<file path="config.mk">
export PLATFORM = sky130hd
export DESIGN_NAME = frame_counter_replay_guard_unit
export DESIGN_NICKNAME = d
export VERILOG_FILES = /design/src/rtl/fcrg_pkg.sv /design/src/rtl/frame_counter_replay_guard_unit.sv /design/src/rtl/fcrg_ram.sv /design/src/rtl/fcrg_ctrl.sv /design/src/rtl/fcrg_datapath.sv
export SDC_FILE = /design/constraint.sdc
export NUM_CORES = 2
export LEC_CHECK = 0
export BUFFER_PORTS_ARGS = -buffer_cell sky130_fd_sc_hd__clkbuf_2
export CORE_MARGIN = 5
export CORE_UTILIZATION = 40
export CTS_BUF_LIST = sky130_fd_sc_hd__clkbuf_16
export CTS_CLUSTER_SIZE = 20
export DETAILED_ROUTE_END_ITERATION = 8
export PLACE_DENSITY_LB_ADDON = 0.15
export SLEW_MARGIN = 20
export SYNTH_ARGS = -nofsm -noshare
export SYNTH_HDL_FRONTEND = slang
export SYNTH_SLANG_ARGS = --single-unit
</file>
<file path="constraint.sdc">
create_clock -name clk -period 9.1 [get_ports clk]
set_clock_uncertainty 0.15 [all_clocks]
set_input_delay 0 -clock clk [delete_from_list [all_inputs] [get_ports clk]]
set_output_delay 0 -clock clk [all_outputs]
set_load 0.03 [all_outputs]
</file>
<file path="src/rtl/fcrg_pkg.sv">
// ----------------------------------------------------------------------------
// fcrg_pkg
// Shared types and constants of the frame counter replay guard.
// ----------------------------------------------------------------------------
package fcrg_pkg;

  // counter width and the first value that may no longer be bumped
  localparam int unsigned CNT_W = 32;
  localparam logic [CNT_W-1:0] CNT_LIMIT = 32'hFFFF_FFFE;

  // configuration register indexes
  localparam logic CFG_IDX_MODE  = 1'b0;
  localparam logic CFG_IDX_START = 1'b1;

  // request commands
  typedef enum logic [1:0] {
    CMD_INIT    = 2'd0,
    CMD_NEXT    = 2'd1,
    CMD_CHECK   = 2'd2,
    CMD_RESTORE = 2'd3
  } cmd_t;

  // result status codes
  typedef enum logic [1:0] {
    ST_OK         = 2'd0,
    ST_EXHAUSTED  = 2'd1,
    ST_NO_RESTORE = 2'd2
  } status_t;

  // controller states
  typedef enum logic {
    S_IDLE = 1'b0,
    S_EXEC = 1'b1
  } state_t;

  // controller to datapath commands
  typedef struct packed {
    logic capture;
    logic exec;
  } ctl_t;

  // datapath to controller status
  typedef struct packed {
    logic out_full;
  } sts_t;

endpackage

</file>
<file path="src/rtl/frame_counter_replay_guard_unit.sv">
// ----------------------------------------------------------------------------
// frame_counter_replay_guard_unit
// Link-layer frame counter engine with a per-neighbor table: init, next
// outgoing counter, replay check and counter restore.
// ----------------------------------------------------------------------------
//
//  channel | direction | tdata (low bit up)                    | tuser
//  --------+-----------+---------------------------------------+---------------
//  in_     | slave     | neighbor, rx_counter, counter_low_byte | command, is_broadcast
//  out_    | master    | counter_out, replayed                  | status
//  cfg_    | write     | index 0 per_neighbor_mode, 1 unicast_counter_start
//
//  a request is accepted (table read issued) and then executed in the EXEC state,
//  once the registered read of the neighbor RAMs is back
//  a new request is taken while a result still waits in the output register;
//  execute stalls only while that register is full and out_tready is low
//  synchronous active-low reset clears control, config and the shared counter;
//  the neighbor tables are not cleared, an entry is valid once init wrote it
//
module frame_counter_replay_guard_unit #(
  parameter int NEIGHBOR_COUNT = 16
) (
  input  logic        clk,
  input  logic        rst_n,
  // request stream
  input  logic        in_tvalid,
  output logic        in_tready,
  input  logic [47:0] in_tdata,   // neighbor[3:0], rx_counter[35:4],
                                  // counter_low_byte[43:36], zero[47:44]
  input  logic [2:0]  in_tuser,   // command[1:0], is_broadcast[2]
  // result stream
  output logic        out_tvalid,
  input  logic        out_tready,
  output logic [39:0] out_tdata,  // counter_out[31:0], replayed[32], zero[39:33]
  output logic [1:0]  out_tuser,  // status[1:0]
  // config write port
  input  logic        cfg_we,
  input  logic        cfg_index,
  input  logic [31:0] cfg_wdata
);

  fcrg_pkg::ctl_t ctl;
  fcrg_pkg::sts_t sts;
  logic [31:0]    counter_out;
  logic           replayed;

  fcrg_ctrl u_ctrl (
    .clk        (clk),
    .rst_n      (rst_n),
    .in_tvalid  (in_tvalid),
    .in_tready  (in_tready),
    .out_tready (out_tready),
    .sts        (sts),
    .ctl        (ctl)
  );

  fcrg_datapath #(.NEIGHBOR_COUNT(NEIGHBOR_COUNT)) u_datapath (
    .clk                 (clk),
    .rst_n               (rst_n),
    .ctl                 (ctl),
    .sts                 (sts),
    .cfg_we              (cfg_we),
    .cfg_index           (cfg_index),
    .cfg_wdata           (cfg_wdata),
    .in_command          (in_tuser[1:0]),
    .in_neighbor         (in_tdata[3:0]),
    .in_is_broadcast     (in_tuser[2]),
    .in_rx_counter       (in_tdata[35:4]),
    .in_counter_low_byte (in_tdata[43:36]),
    .out_tready          (out_tready),
    .out_tvalid          (out_tvalid),
    .out_counter         (counter_out),
    .out_replayed        (replayed),
    .out_status          (out_tuser)
  );

  // result packing
  assign out_tdata = {7'b0, replayed, counter_out};

endmodule

</file>
<file path="src/rtl/fcrg_ram.sv">
// ----------------------------------------------------------------------------
// fcrg_ram
// Generic single write port, single read port RAM with registered read.
// ----------------------------------------------------------------------------
module fcrg_ram #(
  parameter int WIDTH = 32,
  parameter int DEPTH = 16
) (
  input  logic                                 clk,
  input  logic                                 we,
  input  logic [((DEPTH > 1) ? $clog2(DEPTH) : 1)-1:0] waddr,
  input  logic [WIDTH-1:0]                     wdata,
  input  logic [((DEPTH > 1) ? $clog2(DEPTH) : 1)-1:0] raddr,
  output logic [WIDTH-1:0]                     rdata
);

  logic [WIDTH-1:0] mem [DEPTH];

  // write port and registered read port
  always_ff @(posedge clk) begin
    if (we) begin
      mem[waddr] <= wdata;
    end
    rdata <= mem[raddr];
  end

endmodule

</file>
<file path="src/rtl/fcrg_ctrl.sv">
// ----------------------------------------------------------------------------
// fcrg_ctrl
// Controller: takes a request, waits for the table read, then executes it
// once the result register is free or is being drained.
// ----------------------------------------------------------------------------
module fcrg_ctrl (
  input  logic                clk,
  input  logic                rst_n,
  input  logic                in_tvalid,
  output logic                in_tready,
  input  logic                out_tready,
  input  fcrg_pkg::sts_t      sts,
  output fcrg_pkg::ctl_t      ctl
);

  fcrg_pkg::state_t state_r, state_nxt;

  // state register
  always_ff @(posedge clk) begin
    if (!rst_n) begin
      state_r <= fcrg_pkg::S_IDLE;
    end else begin
      state_r <= state_nxt;
    end
  end

  // next state and commands
  always_comb begin
    state_nxt   = state_r;
    in_tready   = 1'b0;
    ctl.capture = 1'b0;
    ctl.exec    = 1'b0;
    unique case (state_r)
      fcrg_pkg::S_IDLE: begin
        in_tready = 1'b1;
        if (in_tvalid) begin
          ctl.capture = 1'b1;
          state_nxt   = fcrg_pkg::S_EXEC;
        end
      end
      fcrg_pkg::S_EXEC: begin
        if (!sts.out_full || out_tready) begin
          ctl.exec  = 1'b1;
          state_nxt = fcrg_pkg::S_IDLE;
        end
      end
    endcase
  end

endmodule

</file>
<file path="src/rtl/fcrg_datapath.sv">
// ----------------------------------------------------------------------------
// fcrg_datapath
// Datapath: request registers, neighbor tables, shared counter, config
// registers and the result register.
// ----------------------------------------------------------------------------
module fcrg_datapath #(
  parameter int NEIGHBOR_COUNT = 16
) (
  input  logic                         clk,
  input  logic                         rst_n,
  input  fcrg_pkg::ctl_t               ctl,
  output fcrg_pkg::sts_t               sts,
  // config port
  input  logic                         cfg_we,
  input  logic                         cfg_index,
  input  logic [fcrg_pkg::CNT_W-1:0]   cfg_wdata,
  // request fields
  input  logic [1:0]                   in_command,
  input  logic [3:0]                   in_neighbor,
  input  logic                         in_is_broadcast,
  input  logic [fcrg_pkg::CNT_W-1:0]   in_rx_counter,
  input  logic [7:0]                   in_counter_low_byte,
  // result
  input  logic                         out_tready,
  output logic                         out_tvalid,
  output logic [fcrg_pkg::CNT_W-1:0]   out_counter,
  output logic                         out_replayed,
  output logic [1:0]                   out_status
);

  localparam int AW = (NEIGHBOR_COUNT > 1) ? $clog2(NEIGHBOR_COUNT) : 1;
  localparam logic [10:0] NB_LIMIT = 11'(NEIGHBOR_COUNT);

  // request registers
  fcrg_pkg::cmd_t              cmd_r;
  logic [3:0]                  nb_r;
  logic                        bcast_r;
  logic [fcrg_pkg::CNT_W-1:0]  rx_r;
  logic [7:0]                  lsb_r;

  always_ff @(posedge clk) begin
    if (ctl.capture) begin
      cmd_r   <= fcrg_pkg::cmd_t'(in_command);
      nb_r    <= in_neighbor;
      bcast_r <= in_is_broadcast;
      rx_r    <= in_rx_counter;
      lsb_r   <= in_counter_low_byte;
    end
  end

  // config registers
  logic                        mode_r;
  logic [fcrg_pkg::CNT_W-1:0]  start_r;

  always_ff @(posedge clk) begin
    if (!rst_n) begin
      mode_r  <= 1'b1;
      start_r <= '0;
    end else if (cfg_we) begin
      unique case (cfg_index)
        fcrg_pkg::CFG_IDX_MODE:  mode_r  <= cfg_wdata[0];
        fcrg_pkg::CFG_IDX_START: start_r <= cfg_wdata;
      endcase
    end
  end

  // neighbor tables, read at capture and held on the captured entry, written at execute
  logic [AW-1:0]               raddr, waddr;
  logic [fcrg_pkg::CNT_W-1:0]  rd_tx, rd_lb, rd_lu;
  logic [fcrg_pkg::CNT_W-1:0]  wd_tx, wd_lb, wd_lu;
  logic                        we_tx, we_lb, we_lu;

  assign raddr = ctl.capture ? AW'(in_neighbor) : AW'(nb_r);
  assign waddr = AW'(nb_r);

  fcrg_ram #(.WIDTH(fcrg_pkg::CNT_W), .DEPTH(NEIGHBOR_COUNT)) u_tx_unicast (
    .clk(clk), .we(we_tx), .waddr(waddr), .wdata(wd_tx), .raddr(raddr), .rdata(rd_tx)
  );

  fcrg_ram #(.WIDTH(fcrg_pkg::CNT_W), .DEPTH(NEIGHBOR_COUNT)) u_last_bcast (
    .clk(clk), .we(we_lb), .waddr(waddr), .wdata(wd_lb), .raddr(raddr), .rdata(rd_lb)
  );

  fcrg_ram #(.WIDTH(fcrg_pkg::CNT_W), .DEPTH(NEIGHBOR_COUNT)) u_last_ucast (
    .clk(clk), .we(we_lu), .waddr(waddr), .wdata(wd_lu), .raddr(raddr), .rdata(rd_lu)
  );

  // shared outgoing counter
  logic [fcrg_pkg::CNT_W-1:0]  shared_r, shared_nxt;

  always_ff @(posedge clk) begin
    if (!rst_n) begin
      shared_r <= '0;
    end else begin
      shared_r <= shared_nxt;
    end
  end

  // command execution
  logic                        nb_ok, use_shared, exh;
  logic [fcrg_pkg::CNT_W-1:0]  last_sel, old_cnt, inc_cnt;
  logic [23:0]                 upper;
  logic [fcrg_pkg::CNT_W-1:0]  cout;
  logic                        rep;
  fcrg_pkg::status_t           st;

  assign nb_ok      = {7'b0, nb_r} < NB_LIMIT;
  assign use_shared = !mode_r || bcast_r;
  assign last_sel   = bcast_r ? rd_lb : rd_lu;
  assign old_cnt    = use_shared ? shared_r : rd_tx;
  assign exh        = old_cnt >= fcrg_pkg::CNT_LIMIT;
  assign inc_cnt    = old_cnt + 32'd1;
  assign upper      = last_sel[31:8] + {23'b0, (lsb_r < last_sel[7:0])};

  always_comb begin
    shared_nxt = shared_r;
    we_tx      = 1'b0;
    we_lb      = 1'b0;
    we_lu      = 1'b0;
    wd_tx      = inc_cnt;
    wd_lb      = rx_r;
    wd_lu      = rx_r;
    cout       = '0;
    rep        = 1'b0;
    st         = fcrg_pkg::ST_OK;
    unique case (cmd_r)
      fcrg_pkg::CMD_INIT: begin
        wd_tx = mode_r ? start_r : '0;
        wd_lb = '0;
        wd_lu = '0;
        if (nb_ok) begin
          we_tx = 1'b1;
          we_lb = 1'b1;
          we_lu = 1'b1;
        end
      end
      fcrg_pkg::CMD_NEXT: begin
        if (use_shared || nb_ok) begin
          if (exh) begin
            st = fcrg_pkg::ST_EXHAUSTED;
          end else begin
            cout = inc_cnt;
            if (use_shared) begin
              shared_nxt = inc_cnt;
            end else begin
              we_tx = 1'b1;
            end
          end
        end
      end
      fcrg_pkg::CMD_CHECK: begin
        if (nb_ok) begin
          if (rx_r <= last_sel) begin
            rep = 1'b1;
          end else if (bcast_r) begin
            we_lb = 1'b1;
          end else begin
            we_lu = 1'b1;
          end
        end
      end
      fcrg_pkg::CMD_RESTORE: begin
        if (!mode_r) begin
          st = fcrg_pkg::ST_NO_RESTORE;
        end else if (nb_ok) begin
          cout = {upper, lsb_r};
        end
      end
    endcase
    // state only changes on the execute cycle
    if (!ctl.exec) begin
      shared_nxt = shared_r;
      we_tx      = 1'b0;
      we_lb      = 1'b0;
      we_lu      = 1'b0;
    end
  end

  // result register
  logic out_valid_r;

  always_ff @(posedge clk) begin
    if (!rst_n) begin
      out_valid_r <= 1'b0;
    end else if (ctl.exec) begin
      out_valid_r <= 1'b1;
    end else if (out_tready) begin
      out_valid_r <= 1'b0;
    end
  end

  always_ff @(posedge clk) begin
    if (ctl.exec) begin
      out_counter  <= cout;
      out_replayed <= rep;
      out_status   <= st;
    end
  end

  assign out_tvalid   = out_valid_r;
  assign sts.out_full = out_valid_r;

  // checks on the datapath
  a_exec_needs_room: assert property (@(posedge clk) disable iff (!rst_n)
    ctl.exec |-> (!out_valid_r || out_tready))
    else $error("result register overwritten while still held");

  a_replay_clean: assert property (@(posedge clk) disable iff (!rst_n)
    out_valid_r && out_replayed |-> out_status == fcrg_pkg::ST_OK && out_counter == '0)
    else $error("replayed result carries a counter or a status");

  a_fail_zero: assert property (@(posedge clk) disable iff (!rst_n)
    out_valid_r && out_status != fcrg_pkg::ST_OK |-> out_counter == '0)
    else $error("failed request returned a nonzero counter");

  a_shared_only_exec: assert property (@(posedge clk) disable iff (!rst_n)
    !$past(ctl.exec) && $past(rst_n) |-> $stable(shared_r))
    else $error("shared counter changed outside execute");

endmodule
</file>
==> out/qor.yml <==
outcome:
  status: "finished, final reports clean"
setup_path:
  crit_buf_inv: 2
  worstSetupEndpointType: "flop"
  r2r-start: "u_datapath.bcast_r"
  cpPeakStageDelay_ps: 660
  startpoint: "u_datapath.bcast_r"
  crit_chain: "buf_4 -> mux2i_1 -> ha_1 -> a21boi_0 -> o21a_1 -> o21ai_0 -> a21oi_1 -> o41ai_1 -> ha_1 -> ha_1 -> inv_1 -> or4_4 -> or3_1 -> or3_4 -> nor2_1 -> xor2_1 -> o22ai_1"
  arrival_ps: 6200
  worstSetupPathType: "reg2reg"
  cp_slowest_cell: "buf_4"
  timing.rr.end: "u_datapath.out_counter[30]"
  worstSetupStartpointType: "flop"
  r2r_slack_ps: 3270
  worstPathRequired_ps: 9470
  cp_common_cell: "ha_1"
  worstRegToRegCells: 17
  critPathMaxFanout: 53
  crit_family: "simple AND/OR/NAND/NOR gates"
yosys:
  avgSynthCellArea_um2: 12.5
  synth-edff-count: 1614
  ys.warnings.count: 0
  syn_inst: 5694
  synthArstFlopShare_pct: 0
  synth_area_mm2: 0.0711
  yosysUniqueCellTypes: 67
  ys_ff_latch: 1781
  seq_area_frac_synth_pct: 72.9
  ys.flop_type: "edfxtp_1"
worst_hold_path:
  hold_start: "in_tdata[1]"
  holdCritPathClass: "in2reg"
  worstHoldPathCells: 6
  holdPathEnd: "u_datapath.u_tx_unicast.rdata[7]"
routing:
  num_vias: 46600
  ant_nets: 0
  post_drt_wl_per_cell_um: 25.3
  drt-pass1-iter-count: 5
  drt-initial-drc-count: 4688
  routed_wl_um: 214000
  post_drt_via_cell_ratio: 5.50
  drc: 0
timing:
  drv_slew: 0
  tns_ps: 0
  maxSlewHeadroom_pct: 13.6
  grt_setup_unrepaired: "no"
  finalHoldViolCount: 0
  timing.final.crit_period_ps: 5830
  fmax_mhz: 171
  worst_slew_pin_slew_ps: 1290
  final-setup-viol-count: 0
  finalCritPeriodShare_pct: 64.1
clock_tree:
  cts-htree-levels: 4
  clkSlewWorstSetupHoldPaths_ps: 60
  cts_tree: "done"
  insertion_delay_ps: 840
  cts_sinks: 1781
  post_cts_resized: 0
  clockBufferDepth: 3
  cts_buffers: 180
  root_buffer: "clkbuf_16"
global_route:
  grt-ovfl-total: 0
  grt_max_degree: 160
  grt_pass1_wl_um: 310000
  grt.total_usage_pct: 22.5
  antenna_found_initial: 6
  grt_pass1_vias: 44800
flow_run:
  drv_cap: 0
placement:
  placement.io_buffers: 121
  placed_cell_area_mm2: 0.0746
  post-dp-hpwl_um: 115000
  gp_congestion: 0.852
  dp.cells: 7899
floorplanning:
  die_h_um: 432
  floorplan.initialDensity_pct: 40.3
  die_w_um: 432
  dieArea_mm2: 0.186
  fp.coreArea_mm2: 0.176
  io_pins: 133
  rows: 154
finish:
  fin_nets: 6093
  num-fill-cells: 15900
  drive_gt1_share_pct: 9.61
  final_cells: 8461
  areaGrowthSynthToFinish_pct: 15.9
  final_area_mm2: 0.0824
pwr:
  powerDensity_mw_per_mm2: 235
  leakagePower_nw: 29.0
  max-vdd-ir-drop_uv: 152
-- registers in the layout, summed over array words and instances, names as in the netlist, 2 cells and up --
register / cells
u_datapath.start_r: 32
u_datapath.nb_r: 4
u_datapath.u_tx_unicast.mem: 512
u_datapath.u_last_ucast.mem: 512
u_datapath.rx_r: 32
u_datapath.out_counter: 32
u_datapath.u_last_bcast.rdata: 32
u_datapath.cmd_r: 2
u_datapath.u_last_bcast.mem: 512
u_datapath.u_tx_unicast.rdata: 32
u_datapath.out_status: 2
u_datapath.shared_r: 32
u_datapath.lsb_r: 8
u_datapath.u_last_ucast.rdata: 32
-- worst max path at each step --
stage                                         endpoint  cells past startpoint
finish                      u_datapath.out_counter[30]                     17
global route                u_datapath.out_counter[30]                     17
CTS                 u_datapath.u_last_ucast.mem[7][23]                     11
detailed placement  u_datapath.u_last_ucast.mem[7][14]                     11
global placement     u_datapath.u_last_bcast.mem[9][1]                     11
floorplan           u_datapath.u_last_ucast.mem[10][0]                     16
-- what timing repair did --
action,in CTS,in global routing
endpoints found under the hold margin,157,0
setup buffers,0,0
hold buffers,220,0
-- layout by cell type, fill, tap and decap left out, drive strengths merged, types with 4 or more instances in the layout --
cell            n
inv            86
ha             43
edfxtp       1614
xor2           25
a21oi          79
mux2i          70
nor2           26
nand2b          9
buf           135
nand3         827
nand2        1690
nand4          13
dfxtp         167
and2           35
a21o            7
bufinv          7
o21ai          67
clkinv         75
xnor2          26
a311oi        193
nor3           60
or2             4
a22o            7
and3          112
nor4           12
clkbuf        307
dlygate4sd3   220
a31oi         101
or3            17
nor2b           9
conb            7
o22ai          31
mux2            5
-- Yosys cell counts, drive strengths merged (4+ instances only) --
library cell,number,area share (%)
and3,112,0.99
nor2,26,0.14
nand2,1690,8.9
a31oi,101,0.89
o21ai,67,0.48
clkbuf,348,1.8
buf,49,0.39
xor2,25,0.31
nor3,60,0.44
or3,17,0.16
nor2b,9,0.090
mux2i,70,0.99
nand2b,9,0.079
or2,4,0.035
nand4,13,0.11
inv,17,0.090
a21oi,79,0.56
a22o,7,0.086
edfxtp,1614,68
a21o,7,0.074
ha,43,0.76
dfxtp,167,4.7
xnor2,26,0.32
a311oi,193,2.4
mux2,5,0.079
o22ai,31,0.27
nor4,12,0.17
and2,35,0.31
nand3,827,5.8
-- where the power goes --
part	internal (mW)	total [mW]	switching [mW]
registers	9.29	9.50	0.211
clock network	3.88	6.99	3.11
logic	0.804	2.88	2.07
-- worst reg2reg max path, stage by stage (launching register included) --
cell and delay [ps]:
edfxtp_1 320, buf_4 660, mux2i_1 550, ha_1 310
a21boi_0 120, o21a_1 170, o21ai_0 160, a21oi_1 90
o41ai_1 440, ha_1 270, ha_1 140, inv_1 70
or4_4 570, or3_1 430, or3_4 420, nor2_1 130
xor2_1 380, o22ai_1 150
-- metrics by stage --
stage	setup slack, ps	utilization (%)	hold WS, ps	power [mW]
finish	3270	46.7	79.7	19.4
global route	2980	46.7	109	20.1
CTS	3200	46.7	65.9	19.5
detailed placement	3220	42.3	28.7	12.5
global placement	3210	42.3	29.1	12.5
floorplan	3140	-	-51.1	11.3
-- cell families (layout without fill, tap and decap cells) --
| kind of cell | Yosys count | count (layout) | share of synthesized area, % |
|---|---|---|---|
| buffers and inverters | 414 | 832 | 2.31 |
| muxes | 75 | 75 | 1.07 |
| adders and majority gates | 43 | 43 | 0.757 |
| xor gates and xnor gates | 51 | 51 | 0.628 |
| other | 1 | 10 | 0.00527 |
| and+or+nand+nor | 2828 | 2828 | 17.5 |
| AOI/OAI and AO/OA | 501 | 501 | 4.92 |
| DFF | 1781 | 1781 | 72.9 |
-- area by class of cell --
| cell class | count | area, µm² | share of cell area (%) |
|---|---|---|---|
| antenna | 3 | 7.51 | 0.00911 |
| timing repair buffer | 476 | 4010 | 4.87 |
| tap | 2340 | 2930 | 3.55 |
| sequential | 1781 | 51800 | 62.9 |
| multi-input combinational | 3505 | 18100 | 21.9 |
| inverter | 17 | 82.6 | 0.100 |
| clock buffer | 186 | 4650 | 5.65 |
| clock inverter | 153 | 882 | 1.07 |
-- metal layers --
layer	GRT usage, %	wire length (µm)	vias to the layer above	part of all wire (%)
li1	-	-	21300	-
met2	38.2	106000	1423	49
met1	29.9	89700	23400	42
met4	7.43	7270	2	3.4
met3	3.08	11200	376	5.2
met5	0	13	-	0.0061
Power figures use the tool's default switching activity.
